File: config.mk
export PLATFORM = sky130hd
export DESIGN_NAME = imu_szoc_track
export DESIGN_NICKNAME = d
export VERILOG_FILES = /design/src/rtl/imu_szoc_pkg.sv /design/src/rtl/imu_szoc_track.sv
export SDC_FILE = /design/constraint.sdc
export NUM_CORES = 1
export LEC_CHECK = 0
export ABC_AREA = 1
export BUFFER_PORTS_ARGS = -buffer_cell sky130_fd_sc_hd__buf_4
export CORE_MARGIN = 2
export CORE_UTILIZATION = 30
export DETAILED_ROUTE_END_ITERATION = 10
export GPL_TIMING_DRIVEN = 0
export PLACE_DENSITY = 0.44
export SYNTH_ARGS = -nofsm -noshare
export SYNTH_HDL_FRONTEND = slang
export SYNTH_SLANG_ARGS = --single-unit
File: constraint.sdc
create_clock -name clk -period 5.7 [get_ports clk]
set_input_delay 0.57 -clock clk [delete_from_list [all_inputs] [get_ports clk]]
set_output_delay 0.57 -clock clk [all_outputs]
set_load 0.03 [all_outputs]
File: src/rtl/imu_szoc_pkg.sv
// ----------------------------------------------------------------------------
// IMU still zero offset calibrator package
// Shared widths, codes and stage payload types for the calibrator.
// ----------------------------------------------------------------------------
`timescale 1ns / 1ps
`default_nettype none

package imu_szoc_pkg;

  // Six axes per item: accel X, Y, Z, then gyro X, Y, Z.
  localparam int AXES      = 6;
  localparam int ACC_AXES  = 3;
  localparam int AXIS_Z    = 2;
  localparam int SMP_W     = 16;

  // Calibration run length and the widths that follow from it.
  localparam int STILL_RUN_LEN = 100;
  localparam int RUN_W   = $clog2(STILL_RUN_LEN + 1);
  localparam int PROG_W  = 7;
  localparam int SUM_W   = SMP_W + $clog2(STILL_RUN_LEN);
  localparam int MAG_W   = SUM_W - 1;

  // Reciprocal for dividing a sum magnitude by the run length.
  // The error term times the largest magnitude stays below 2**DIV_SHIFT,
  // so the truncated product equals the exact quotient.
  localparam int DIV_SHIFT = 29;
  localparam int MULT_W    = 23;
  localparam logic [MULT_W-1:0] DIV_MULT =
    MULT_W'((2**DIV_SHIFT + STILL_RUN_LEN - 1) / STILL_RUN_LEN);
  localparam int PROD_W    = MAG_W + MULT_W;

  localparam logic [SMP_W-1:0] ONE_G           = 16'd16384;
  localparam logic [SMP_W-1:0] THRESHOLD_RESET = 16'd400;

  // Calibration phases.
  localparam int PHASE_W = 2;
  localparam logic [PHASE_W-1:0] PH_BASE  = 2'd0;
  localparam logic [PHASE_W-1:0] PH_ACCUM = 2'd1;
  localparam logic [PHASE_W-1:0] PH_DONE  = 2'd2;

  // Result kinds.
  localparam int KIND_W = 2;
  localparam logic [KIND_W-1:0] KIND_CAL  = 2'd0;
  localparam logic [KIND_W-1:0] KIND_OFFS = 2'd1;
  localparam logic [KIND_W-1:0] KIND_CORR = 2'd2;

  typedef logic [AXES-1:0][SMP_W-1:0] axes_t;
  typedef logic [AXES-1:0][SUM_W-1:0] sums_t;

  // Item held in the input register.
  typedef struct packed {
    logic  restart;
    axes_t smp;
  } in_item_t;

  // Item passed from the tracking stage to the output stage.
  typedef struct packed {
    logic [KIND_W-1:0] kind;
    logic [PROG_W-1:0] progress;
    axes_t             smp;
    sums_t             sum;
  } mid_t;

endpackage

`default_nettype wire

File: src/rtl/imu_szoc_track.sv
// ----------------------------------------------------------------------------
// IMU calibrator tracking stage
// Runs the stillness check, run counter and axis sums, and registers the
// decision for each item into the middle pipeline register.
// ----------------------------------------------------------------------------
`timescale 1ns / 1ps
`default_nettype none

module imu_szoc_track (
  input  wire logic                  clk,
  input  wire logic                  rst,
  input  wire logic                  cfg_wr_en,
  input  wire logic [15:0]           cfg_wr_data,
  input  wire logic                  load,
  input  wire logic                  drain,
  input  wire imu_szoc_pkg::in_item_t item,
  output logic                       mid_valid,
  output imu_szoc_pkg::mid_t         mid
);

  import imu_szoc_pkg::*;

  logic [SMP_W-1:0]                threshold;
  logic [PHASE_W-1:0]              phase, phase_next;
  logic [ACC_AXES-1:0][SMP_W-1:0]  prev, prev_next;
  logic [RUN_W-1:0]                run, run_next, run_inc;
  sums_t                           sums, sums_next, sums_add;
  mid_t                            mid_next;
  logic                            still;
  logic signed [SMP_W:0]           diff [ACC_AXES];
  logic [SMP_W:0]                  diff_mag [ACC_AXES];

  // Motion threshold register.
  always_ff @(posedge clk) begin
    if (rst) begin
      threshold <= THRESHOLD_RESET;
    end else if (cfg_wr_en) begin
      threshold <= cfg_wr_data;
    end
  end

  // Per-axis change since the previous sample, taken at 17 bits.
  always_comb begin
    still = 1'b1;
    for (int i = 0; i < ACC_AXES; i++) begin
      diff[i] = $signed({item.smp[i][SMP_W-1], item.smp[i]})
              - $signed({prev[i][SMP_W-1], prev[i]});
      diff_mag[i] = diff[i][SMP_W] ? (SMP_W+1)'(-diff[i]) : diff[i];
      if (diff_mag[i] > {1'b0, threshold}) begin
        still = 1'b0;
      end
    end
  end

  // Running sums with this sample added.
  always_comb begin
    for (int i = 0; i < AXES; i++) begin
      sums_add[i] = sums[i] + {{(SUM_W-SMP_W){item.smp[i][SMP_W-1]}}, item.smp[i]};
    end
  end

  assign run_inc = run + RUN_W'(1);

  // Phase sequencing and the result decision.
  always_comb begin
    phase_next        = phase;
    prev_next         = prev;
    run_next          = run;
    sums_next         = sums;
    mid_next.kind     = KIND_CAL;
    mid_next.progress = '0;
    mid_next.smp      = item.smp;
    mid_next.sum      = sums_add;
    if (item.restart) begin
      phase_next = PH_BASE;
      run_next   = '0;
      sums_next  = '0;
    end else begin
      unique case (phase)
        PH_BASE: begin
          for (int i = 0; i < ACC_AXES; i++) prev_next[i] = item.smp[i];
          run_next   = '0;
          phase_next = PH_ACCUM;
        end
        PH_ACCUM: begin
          for (int i = 0; i < ACC_AXES; i++) prev_next[i] = item.smp[i];
          if (!still) begin
            run_next  = '0;
            sums_next = '0;
          end else begin
            run_next          = run_inc;
            sums_next         = sums_add;
            mid_next.progress = PROG_W'(run_inc);
            if (run_inc >= RUN_W'(STILL_RUN_LEN)) begin
              mid_next.kind = KIND_OFFS;
              phase_next    = PH_DONE;
            end
          end
        end
        default: begin
          // Calibrated: the run stays at its final count.
          mid_next.kind     = KIND_CORR;
          mid_next.progress = PROG_W'(run);
        end
      endcase
    end
  end

  // Calibration state, updated as an item moves into the middle register.
  always_ff @(posedge clk) begin
    if (rst) begin
      phase <= PH_BASE;
      prev  <= '0;
      run   <= '0;
      sums  <= '0;
    end else if (load) begin
      phase <= phase_next;
      prev  <= prev_next;
      run   <= run_next;
      sums  <= sums_next;
    end
  end

  // Middle pipeline register.
  always_ff @(posedge clk) begin
    if (rst) begin
      mid_valid <= 1'b0;
    end else if (load) begin
      mid_valid <= 1'b1;
    end else if (drain) begin
      mid_valid <= 1'b0;
    end
  end

  always_ff @(posedge clk) begin
    if (load) begin
      mid <= mid_next;
    end
  end

endmodule

`default_nettype wire

==> metrics.txt, run 1 <==
outcome=complete, no violations; slowest CP cell=fa_1; Total GRT Usage=a little under a fifth; FF+latch count, synth=~460; CTS sink count=455; Worst R2R Setup Slack=920 ps; first-pass GRT wire length=126,100 microns; hold-fix buffer count after cts=0; Root Driver=clkbuf_16; Post-Route WL=around 80,000 microns; CP Max Fanout=10; sequential share of the synthesized area=between 40% and 50%; Buf/Inv on CP=3; Synth Area per Inst=8.582 sq um; RSZ-0062 raised after global routing=false; I/O pins=about 360; share of total power in combinational logic=23.7%; clock slew at reported path FFs=around 60 ps; data required time of the critical path=between 6000 and 7000 ps; drt pass-1 iters=5; Final setup viols=0; DRC=0; Core Area=86,480 sq um; worst slew pin tran=1120 ps; filler cell count=9,081; synthesized area=26,130 sq um; Internal=6.687 mW; layout cells sized above 1=about 15%; Mapped Cells=about 3,000; sequential group share of total power=37.6%; fin area=32,300 sq um; Max-Cap Viols=0; Worst Path Arrival=5330 ps; Ys Warns=0; Die Height=about 300 microns; final count of hold timing violations=0; Wirelength per Cell=17.64 microns; FMAX=0.2094 GHz; Die ar.=89,480 sq um; synth unique cells=39; n_diodes=0; Tmin final=4775 ps; overall via count from detail_route=21,670; Tcrit/Tclk final=between 80 and 90%; grt ovf=0; CTS tree=yes; Max VDD drop=0.1827 mV; post-cts repair resize count=0; Slew headroom=25.34%; crit-path max cell delay=~430 ps; most used cell, CP=nand2_1; H-tree depth=2; Pwr Density=302.6 nW/um^2; WS Path Type=flop to flop; CP Capture Type=flop; antenna-violating nets left=0; clk_skew=25.54 ps; Area Overhead vs Synth=23.60%; syn nets=3,404; Site Rows=108; number of global-route vias before repair=between 20,000 and 25,000; sw frac=a little under a third; placed cells=4,562; CTS Buffer Depth=3; DR iter-0 viols=1,024; post-DP HPWL=between 60,000 and 70,000 microns; Pleak=roughly 14 nW; Die X=299.1 microns; worst min path class=input pin to flop; Psw=3.088 mW; Critical Path Start Type=flop; I/O Buffers=360; fin nets=3,824; Clock power frac=38.7%; largest net degree at the start of global routing=109; postcts setup bufs=0; most frequent cells in the layout=nand2_1, a21oi_1, buf_4, inv_1, edfxtp_1; drt via density=4.644; Starting Density=30.22%; commonest non-fill, non-tap cell in the layout=nand2_1; Clk Latency, worst-skew pair=640 ps; dpl cell area=30,350 sq um; Routability Congestion=0.8345; Top Family by Delay on Critical Path=simple AND/OR/NAND/NOR gates; antenna violations before repair=1; Final Max Tran Viols=0; non-filler cells in the finished layout=between 4,000 and 5,000; CTS Buf Count=56; hold slack=roughly 130 ps
## cells in the mapped netlist, drive strengths merged
cell | instances | area share (%)
edfxtp | 243 | 28
o21a | 3 | 0.086
o21bai | 28 | 0.80
a21o | 14 | 0.40
o21ai | 155 | 3.0
nand3b | 13 | 0.37
clkbuf | 56 | 0.80
clkinv | 2 | 0.029
buf | 26 | 0.80
nand2 | 676 | 9.8
xnor2 | 59 | 2.0
a21oi | 413 | 8.0
or2 | 1 | 0.024
nor4 | 12 | 0.29
xor2 | 130 | 4.4
dfxtp | 212 | 16
inv | 273 | 3.9
nand3 | 254 | 5.3
ha | 232 | 11
a21boi | 7 | 0.20
o22ai | 1 | 0.024
nor3 | 24 | 0.46
fa | 9 | 0.69
nor2 | 156 | 2.3
nand4 | 45 | 1.1
and2 | 1 | 0.024
## state kept, by name (all words and copies together), names as in the netlist
register / flops
mid: 243
phase: 2
threshold: 16
sums: 138
run: 7
mid_valid: 1
prev: 48
## worst register-to-register path, stage by stage (launching register included)
cell and delay [ps]:
dfxtp_1 330, ha_1 150, inv_1 80, fa_1 430, nand3_1 130, nand2_1 100
nand2_1 70, nand2_1 100, nand3_1 110, nand3_1 80, nand2_1 180, inv_1 130
o21ai_0 290, nand3b_1 160, nand2_1 60, xor2_1 180, ha_1 310, nand2_1 50
nor3_1 270, nand4_1 110, a21boi_0 150, a21oi_1 180, nand3_1 140, nor2_4 160
buf_2 420, nand3_1 170, a21oi_1 150
## kinds of logic (layout without fill, tap and decap cells)
group,count (synthesis),in the layout,share of synthesized area [%]
AND/OR/NAND/NOR,1182,1182,19.63
XOR/XNOR,189,189,6.421
buffers and inverters,357,823,5.554
adder cells (fa/ha/maj),241,241,11.80
flip-flops,455,455,44.16
AO/OA/AOI/OAI,621,621,12.44
## worst paths after layout
path | start | cells past startpoint | end
setup / recovery | prev[32]$_SDFFE_PP0P_ | 26 | sums[21]$_SDFFE_PP0P_
hold / removal | item[89] | 1 | mid[227]$_DFFE_PP_
setup reg to reg | prev[32]$_SDFFE_PP0P_ | 26 | sums[21]$_SDFFE_PP0P_
hold reg to reg | prev[20]$_SDFFE_PP0P_ | 2 | prev[20]$_SDFFE_PP0P_
## through the flow
step,power (mW),setup WS [ps],util (%),TNS [ps]
2_1_floorplan,5.269,1494,-,0
3_3_place_gp,6.084,-1105,35.01,-69630
3_5_place_dp,6.086,499.2,35.09,0
4_1_cts,9.954,947.8,37.35,0
5_1_grt,10.31,488.1,37.35,0
6_report,9.775,924.7,37.35,0
## cell type report
cell class	instances	area, sq um	share of cell area (%)
Clock inverter	34	415.4	1.286
Inverter	275	1032	3.196
Sequential cell	455	11540	35.73
Timing Repair Buffer	362	2765	8.561
Multi-Input combinational cell	2233	13150	40.70
Clock buffer	70	1535	4.753
Tap cell	1155	1445	4.474
Buffer	82	420.4	1.302
## power groups by stage
stage	sequential, mW	combinational [mW]	clock [mW]
after floorplan	3.98	1.29	0
after global placement	3.75	2.34	0
after detailed placement	3.74	2.34	0
after CTS	3.67	2.36	3.92
after global routing	3.69	2.59	4.03
final	3.67	2.32	3.79
## routing by layer
metal	track usage [%]	share of wire, %	vias up
met5	0	0	-
met4	4.274	2.1	0
met3	2.856	3.9	88
met2	30.34	47	326
met1	24.15	47	9960
li1	-	-	11300
Power figures use the tool's default switching activity.
==> inputs of run 2 (changes only) <==
- clock period: 5.7 -> 4.5 ns (I/O delays scaled with it)
==> metrics.txt, run 2 (same netlist as run 1, synthesis figures left out) <==
outcome=complete, no violations (unchanged); worst min path class=input pin to flop (unchanged); Area Overhead vs Synth=29.48% (was 23.60%); fin area=33,840 sq um (was 32,300 sq um); FMAX=0.2289 GHz (was 0.2094 GHz); data required time of the critical path=5050 ps (was 6250 ps); drt pass-1 iters=5 (unchanged); DR iter-0 viols=1,010 (was 1,024); Clk Latency, worst-skew pair=640 ps (about the same); Die X=299.1 microns (unchanged); drt via density=4.656 (was 4.644); Starting Density=30.22% (unchanged); WS Path Type=flop to flop (unchanged); Tcrit/Tclk final=97.10% (was 83.78%); antenna violations before repair=1 (unchanged); Power, Total=12.83 mW (was 9.775 mW); Reg with most FFs=mid (unchanged); overall via count from detail_route=22,130 (was 21,670); Hold Path Sink=threshold[7]$_SDFFE_PP1P_ (was mid[227]$_DFFE_PP_); Psw=4.078 mW (was 3.088 mW); post-DP HPWL=63,070 microns (unchanged); setup slack at placement=-580.8 ps (was 499.2 ps); Post-Route WL=83,910 microns (was 82,320 microns); Critical Path Start Type=flop (unchanged); Clock power frac=37.4% (was 38.7%); CTS tree=yes (unchanged); setup TNS=0 ps (unchanged); grt ovf=0 (unchanged); H-tree depth=2 (unchanged); number of global-route vias before repair=21,680 (was 21,300); worst slew pin tran=1125 ps (was 1120 ps); Max-Cap Viols=0 (unchanged); Total GRT Usage=18.26% (was 18.01%); Core Area=86,480 sq um (unchanged); clk_skew=27.90 ps (was 25.54 ps); Die ar.=89,480 sq um (unchanged); Internal=8.757 mW (was 6.687 mW); max FFs per register=243 (unchanged); CTS Buf Count=56 (unchanged); sw frac=31.77% (was 31.59%); antenna-violating nets left=0 (unchanged); most used cell, CP=nand2_1 (unchanged); CP Capture Type=flop (unchanged); Routability Congestion=0.8345 (unchanged); clock slew at reported path FFs=70 ps (was 60 ps); Final setup viols=0 (unchanged); reg-to-reg critical path startpoint=prev[0]$_SDFFE_PP0P_ (was prev[32]$_SDFFE_PP0P_); cells on worst reg2reg path=31 (was 26); most frequent cells in the layout=nand2_1, buf_4, a21oi_1, inv_1, edfxtp_1 (was nand2_1, a21oi_1, buf_4, inv_1, edfxtp_1); CTS sink count=455 (unchanged); Max VDD drop=0.2314 mV (was 0.1827 mV); Die Height=299.1 microns (unchanged); final count of hold timing violations=0 (unchanged); DRC=0 (unchanged); I/O Buffers=360 (unchanged); Pwr Density=379.3 nW/um^2 (was 302.6 nW/um^2); final worst slack=130.7 ps (was 924.7 ps); Worst Path Arrival=4920 ps (was 5330 ps); filler cell count=8,955 (was 9,081); HP Start=cfg_wr_data[7] (was item[89]); Final Max Tran Viols=0 (unchanged); crit-path max cell delay=570 ps (was 430 ps); dpl cell area=30,350 sq um (unchanged); Pleak=14.53 nW (was 14.04 nW); reg-to-reg endpoint=sums[75]$_SDFFE_PP0P_ (was sums[21]$_SDFFE_PP0P_); Site Rows=108 (unchanged); n_diodes=0 (unchanged); CP Max Fanout=5 (was 10); sequential group share of total power=36.3% (was 37.6%); Top Registers=mid (243), sums (138), prev (48) (unchanged); Top Family by Delay on Critical Path=simple AND/OR/NAND/NOR gates (unchanged); Root Driver=clkbuf_16 (unchanged); Buf/Inv on CP=6 (was 3); Wirelength per Cell=17.66 microns (was 17.64 microns); first-pass GRT wire length=127,900 microns (was 126,100 microns); Tmin final=4369 ps (was 4775 ps); slowest CP cell=fa_2 (was fa_1); layout cells sized above 1=18.71% (was 14.61%); hold slack=47.99 ps (was 127.1 ps); WHS Path Cells=3 (was 1); commonest non-fill, non-tap cell in the layout=nand2_1 (unchanged); I/O pins=362 (unchanged); RSZ-0062 raised after global routing=true (was false); largest net degree at the start of global routing=109 (unchanged); fin nets=3,910 (was 3,824); share of total power in combinational logic=26.3% (was 23.7%); CTS Buffer Depth=3 (unchanged); Slew headroom=25.03% (was 25.34%); Worst R2R Setup Slack=130 ps (was 920 ps)
[run 2: cell types whose count changed in the layout (fill, tap and decap cells not counted), moves of 13 or more]
cell and delta:
nand3_1 -28, a21oi_1 -27, dlygate4sd3_1 +45, ha_1 -13, a21oi_2 +27, nand3_2 +23
nand2_1 -15, nand2_2 +13, buf_4 +34
[run 2: worst max path at each step]
stage                              start  cells past startpoint                endpoint
floorplan                       item[32]                     30  sums[112]$_SDFFE_PP0P_
global placement                    load                      7   prev[27]$_SDFFE_PP0P_
detailed placement               item[0]                     35     run[4]$_SDFFE_PP0P_
CTS                 prev[0]$_SDFFE_PP0P_                     30  sums[121]$_SDFFE_PP0P_
global route        prev[0]$_SDFFE_PP0P_                     31   sums[75]$_SDFFE_PP0P_
finish              prev[0]$_SDFFE_PP0P_                     31   sums[75]$_SDFFE_PP0P_
[run 2: area by class of cell]
type | instances | area, sq um | share of cell area [%]
Buffer | 79 | 445.4 | 1.316
Clock buffer | 70 | 1535 | 4.537
Clock inverter | 34 | 415.4 | 1.228
Inverter | 275 | 1045 | 3.088
Multi-Input combinational cell | 2233 | 13730 | 40.56
Sequential cell | 455 | 11540 | 34.11
Tap cell | 1155 | 1445 | 4.271
Timing Repair Buffer | 451 | 3682 | 10.88
[run 2: worst reg2reg max path, delay by kind of cell (launching register included)]
| kind | cells | cell delay, ps |
|---|---|---|
| DFF | 1 | 340 |
| adders and majority gates | 4 | 1140 |
| buffers and inverters | 6 | 700 |
| and+or+nand+nor | 16 | 1400 |
| xor gates and xnor gates | 1 | 150 |
| AOI/OAI and AO/OA | 4 | 550 |
[run 2: stage by stage]
step | util (%) | std cells
6_report | 39.13 | 4752
3_3_place_gp | 35.01 | 4560
5_1_grt | 39.13 | 4752
4_1_cts | 38.45 | 4737
2_1_floorplan | - | 3045
3_5_place_dp | 35.09 | 4562
[run 2: per-layer routing]
| metal | vias up | part of all wire (%) | routed length, microns | GRT usage [%] |
|---|---|---|---|---|
| met3 | 90 | 3.8 | 3176 | 2.819 |
| met2 | 331 | 47 | 39750 | 30.91 |
| li1 | 11470 | - | - | - |
| met1 | 10240 | 47 | 39250 | 24.42 |
| met4 | 0 | 2.1 | 1736 | 4.274 |
| met5 | - | 0 | 0 | 0 |
[run 2: what timing repair did]
item                                   in CTS  in global routing
gates cloned                                3                  2
resized for setup                          54                113
setup endpoints to repair                 148                154
endpoints found under the hold margin      45                  0
pin swaps                                  20                 67
setup buffers                              23                 17
hold buffers                               45                  0
[run 2: power groups by stage]
stage / Combinational [mW] / Sequential [mW] / Clock (mW)
floorplan: 1.63 / 5.04 / 0
global placement: 2.96 / 4.74 / 0
detailed placement: 2.97 / 4.74 / 0
CTS: 3.28 / 4.65 / 4.97
global route: 3.74 / 4.67 / 5.11
finish: 3.38 / 4.65 / 4.80
==> inputs of run 3 (changes only) <==
--- a/config.mk
+++ b/config.mk
@@ -14,2 +14,3 @@
 export PLACE_DENSITY = 0.44
+export SETUP_SLACK_MARGIN = 0.15
 export SYNTH_ARGS = -nofsm -noshare
--- a/constraint.sdc
+++ b/constraint.sdc
@@ -3,2 +3,2 @@
 set_output_delay 0.45 -clock clk [all_outputs]
-set_load 0.03 [all_outputs]
+set_load 0.02 [all_outputs]
==> metrics.txt, run 3 (same netlist as run 1, synthesis figures left out) <==
Die ar.=89,480 sq um (unchanged); layout cells sized above 1=20.22% (was 18.71%); clk_skew=25.50 ps (was 27.90 ps); WHS Path Cells=3 (unchanged); cells on worst reg2reg path=32 (was 31); CP Max Fanout=5 (unchanged); first-pass GRT wire length=128,300 microns (was 127,900 microns); Final Max Tran Viols=0 (unchanged); RSZ-0062 raised after global routing=true (unchanged); Levels on crit path=32 (was 31); outcome=complete, no violations (unchanged); worst slew pin tran=1113 ps (was 1125 ps); Power, Total=12.97 mW (was 12.83 mW); Die X=299.1 microns (unchanged); Top Family by Delay on Critical Path=simple AND/OR/NAND/NOR gates (unchanged); number of global-route vias before repair=21,740 (was 21,680); n_diodes=0 (unchanged); crit-path max cell delay=570 ps (about the same); Post-Route WL=84,420 microns (was 83,910 microns); top sig layer=met4 (unchanged); CTS tree=yes (unchanged); filler cell count=8,916 (was 8,955); antenna violations before repair=1 (unchanged); Tcrit/Tclk final=96.92% (was 97.10%); H-tree depth=2 (unchanged); max FFs per register=243 (unchanged); I/O Buffers=360 (unchanged); Top Registers=mid (243), sums (138), prev (48) (unchanged); setup slack at placement=-580.8 ps (unchanged); Core Area=86,480 sq um (unchanged); Routability Congestion=0.8345 (unchanged); Starting Density=30.22% (unchanged); Tmin final=4361 ps (was 4369 ps); CP Capture Type=flop (unchanged); post-DP HPWL=63,070 microns (unchanged); Critical Path Start Type=flop (unchanged); final worst slack=138.5 ps (was 130.7 ps); DR iter-0 viols=1,043 (was 1,010); fin nets=3,924 (was 3,910); Site Rows=108 (unchanged); Wirelength per Cell=17.71 microns (was 17.66 microns); most frequent cells in the layout=nand2_1, buf_4, a21oi_1, inv_1, edfxtp_1 (unchanged); WS Path Type=flop to flop (unchanged); Max-Cap Viols=0 (unchanged); metal3 WL=3177 microns (was 3176 microns); Metal-1 WL=39,410 microns (was 39,250 microns); FMAX=0.2293 GHz (was 0.2289 GHz); final count of hold timing violations=0 (unchanged); Area Overhead vs Synth=31.39% (was 29.48%); commonest non-fill, non-tap cell in the layout=nand2_1 (unchanged); I/O pins=362 (unchanged); Final setup viols=0 (unchanged); CTS Buf Count=56 (unchanged); met2 wire length=39,960 microns (was 39,750 microns); Die Height=299.1 microns (unchanged); most used cell, CP=nand2_1 (unchanged); Slew headroom=25.81% (was 25.03%); Worst Path Arrival=4910 ps (was 4920 ps); Max VDD drop=0.2315 mV (was 0.2314 mV); worst min path class=input pin to flop (unchanged); grt ovf=0 (unchanged); CTS sink count=455 (unchanged); drt pass-1 iters=5 (unchanged); Buf/Inv on CP=7 (was 6); Total GRT Usage=18.32% (was 18.26%); data required time of the critical path=5050 ps (about the same); largest net degree at the start of global routing=109 (unchanged); Pleak=14.65 nW (was 14.53 nW); Reg with most FFs=mid (unchanged); CTS Buffer Depth=3 (unchanged); Pwr Density=377.8 nW/um^2 (was 379.3 nW/um^2); DRC=0 (unchanged); Root Driver=clkbuf_16 (unchanged); drt via density=4.664 (was 4.656); Clk Latency, worst-skew pair=630 ps (was 640 ps); clock slew at reported path FFs=70 ps (about the same); overall via count from detail_route=22,230 (was 22,130); antenna-violating nets left=0 (unchanged); hold slack=47.56 ps (was 47.99 ps); slowest CP cell=fa_2 (unchanged)
run 3: tightest hold or removal path: cells and delay by family:
family	cells	cell delay [ps]
compound gates	2	110
buf+inv	1	90
run 3: layout make-up:
type | instances | area, sq um | share of cell area [%]
Multi-Input combinational cell | 2233 | 13940 | 40.61
Sequential cell | 455 | 11540 | 33.62
Timing Repair Buffer | 462 | 3902 | 11.37
Clock buffer | 70 | 1535 | 4.471
Tap cell | 1155 | 1445 | 4.209
Inverter | 275 | 1045 | 3.043
Buffer | 82 | 506.7 | 1.476
Clock inverter | 34 | 415.4 | 1.210
run 3: routing by layer:
layer,track usage (%),vias up
met5,0,-
met4,4.476,0
met3,2.856,97
met2,30.96,342
met1,24.47,10290
li1,-,11500
run 3: report_power, final:
group	leakage (nW)	switching (mW)	internal [mW]	total, mW
clock network	0.940	1.93	2.87	4.81
logic	9.60	2.04	1.47	3.51
registers	4.11	0.0602	4.59	4.65
run 3: through the flow:
stage / cells / setup TNS [ps] / util [%] / instance area (sq um)
detailed placement: 4562 / -80920 / 35.09 / 30350
global placement: 4560 / -266380 / 35.01 / 30280
finish: 4766 / 0 / 39.70 / 34340
CTS: 4743 / 0 / 38.67 / 33440
global route: 4766 / -10230 / 39.70 / 34340
floorplan: 3045 / 0 / - / 26130
run 3: path summary, 6_finish.rpt:
check / slack (ps) / endpoint / start
worst max-delay path: 140 / sums[80]$_SDFFE_PP0P_ / prev[0]$_SDFFE_PP0P_
worst min-delay path: 50 / threshold[7]$_SDFFE_PP1P_ / cfg_wr_data[7]
worst max register to register: 140 / sums[80]$_SDFFE_PP0P_ / prev[0]$_SDFFE_PP0P_
worst min register to register: 460 / prev[20]$_SDFFE_PP0P_ / prev[20]$_SDFFE_PP0P_
run 3: repair_timing:
item                                   CTS  global route
hold buffers                            45             0
cloned                                   6             2
setup buffers                           26            21
endpoints found under the hold margin   45             0
pin swaps                               28            74
setup endpoints to repair              155           155
gates resized for setup                 73           154
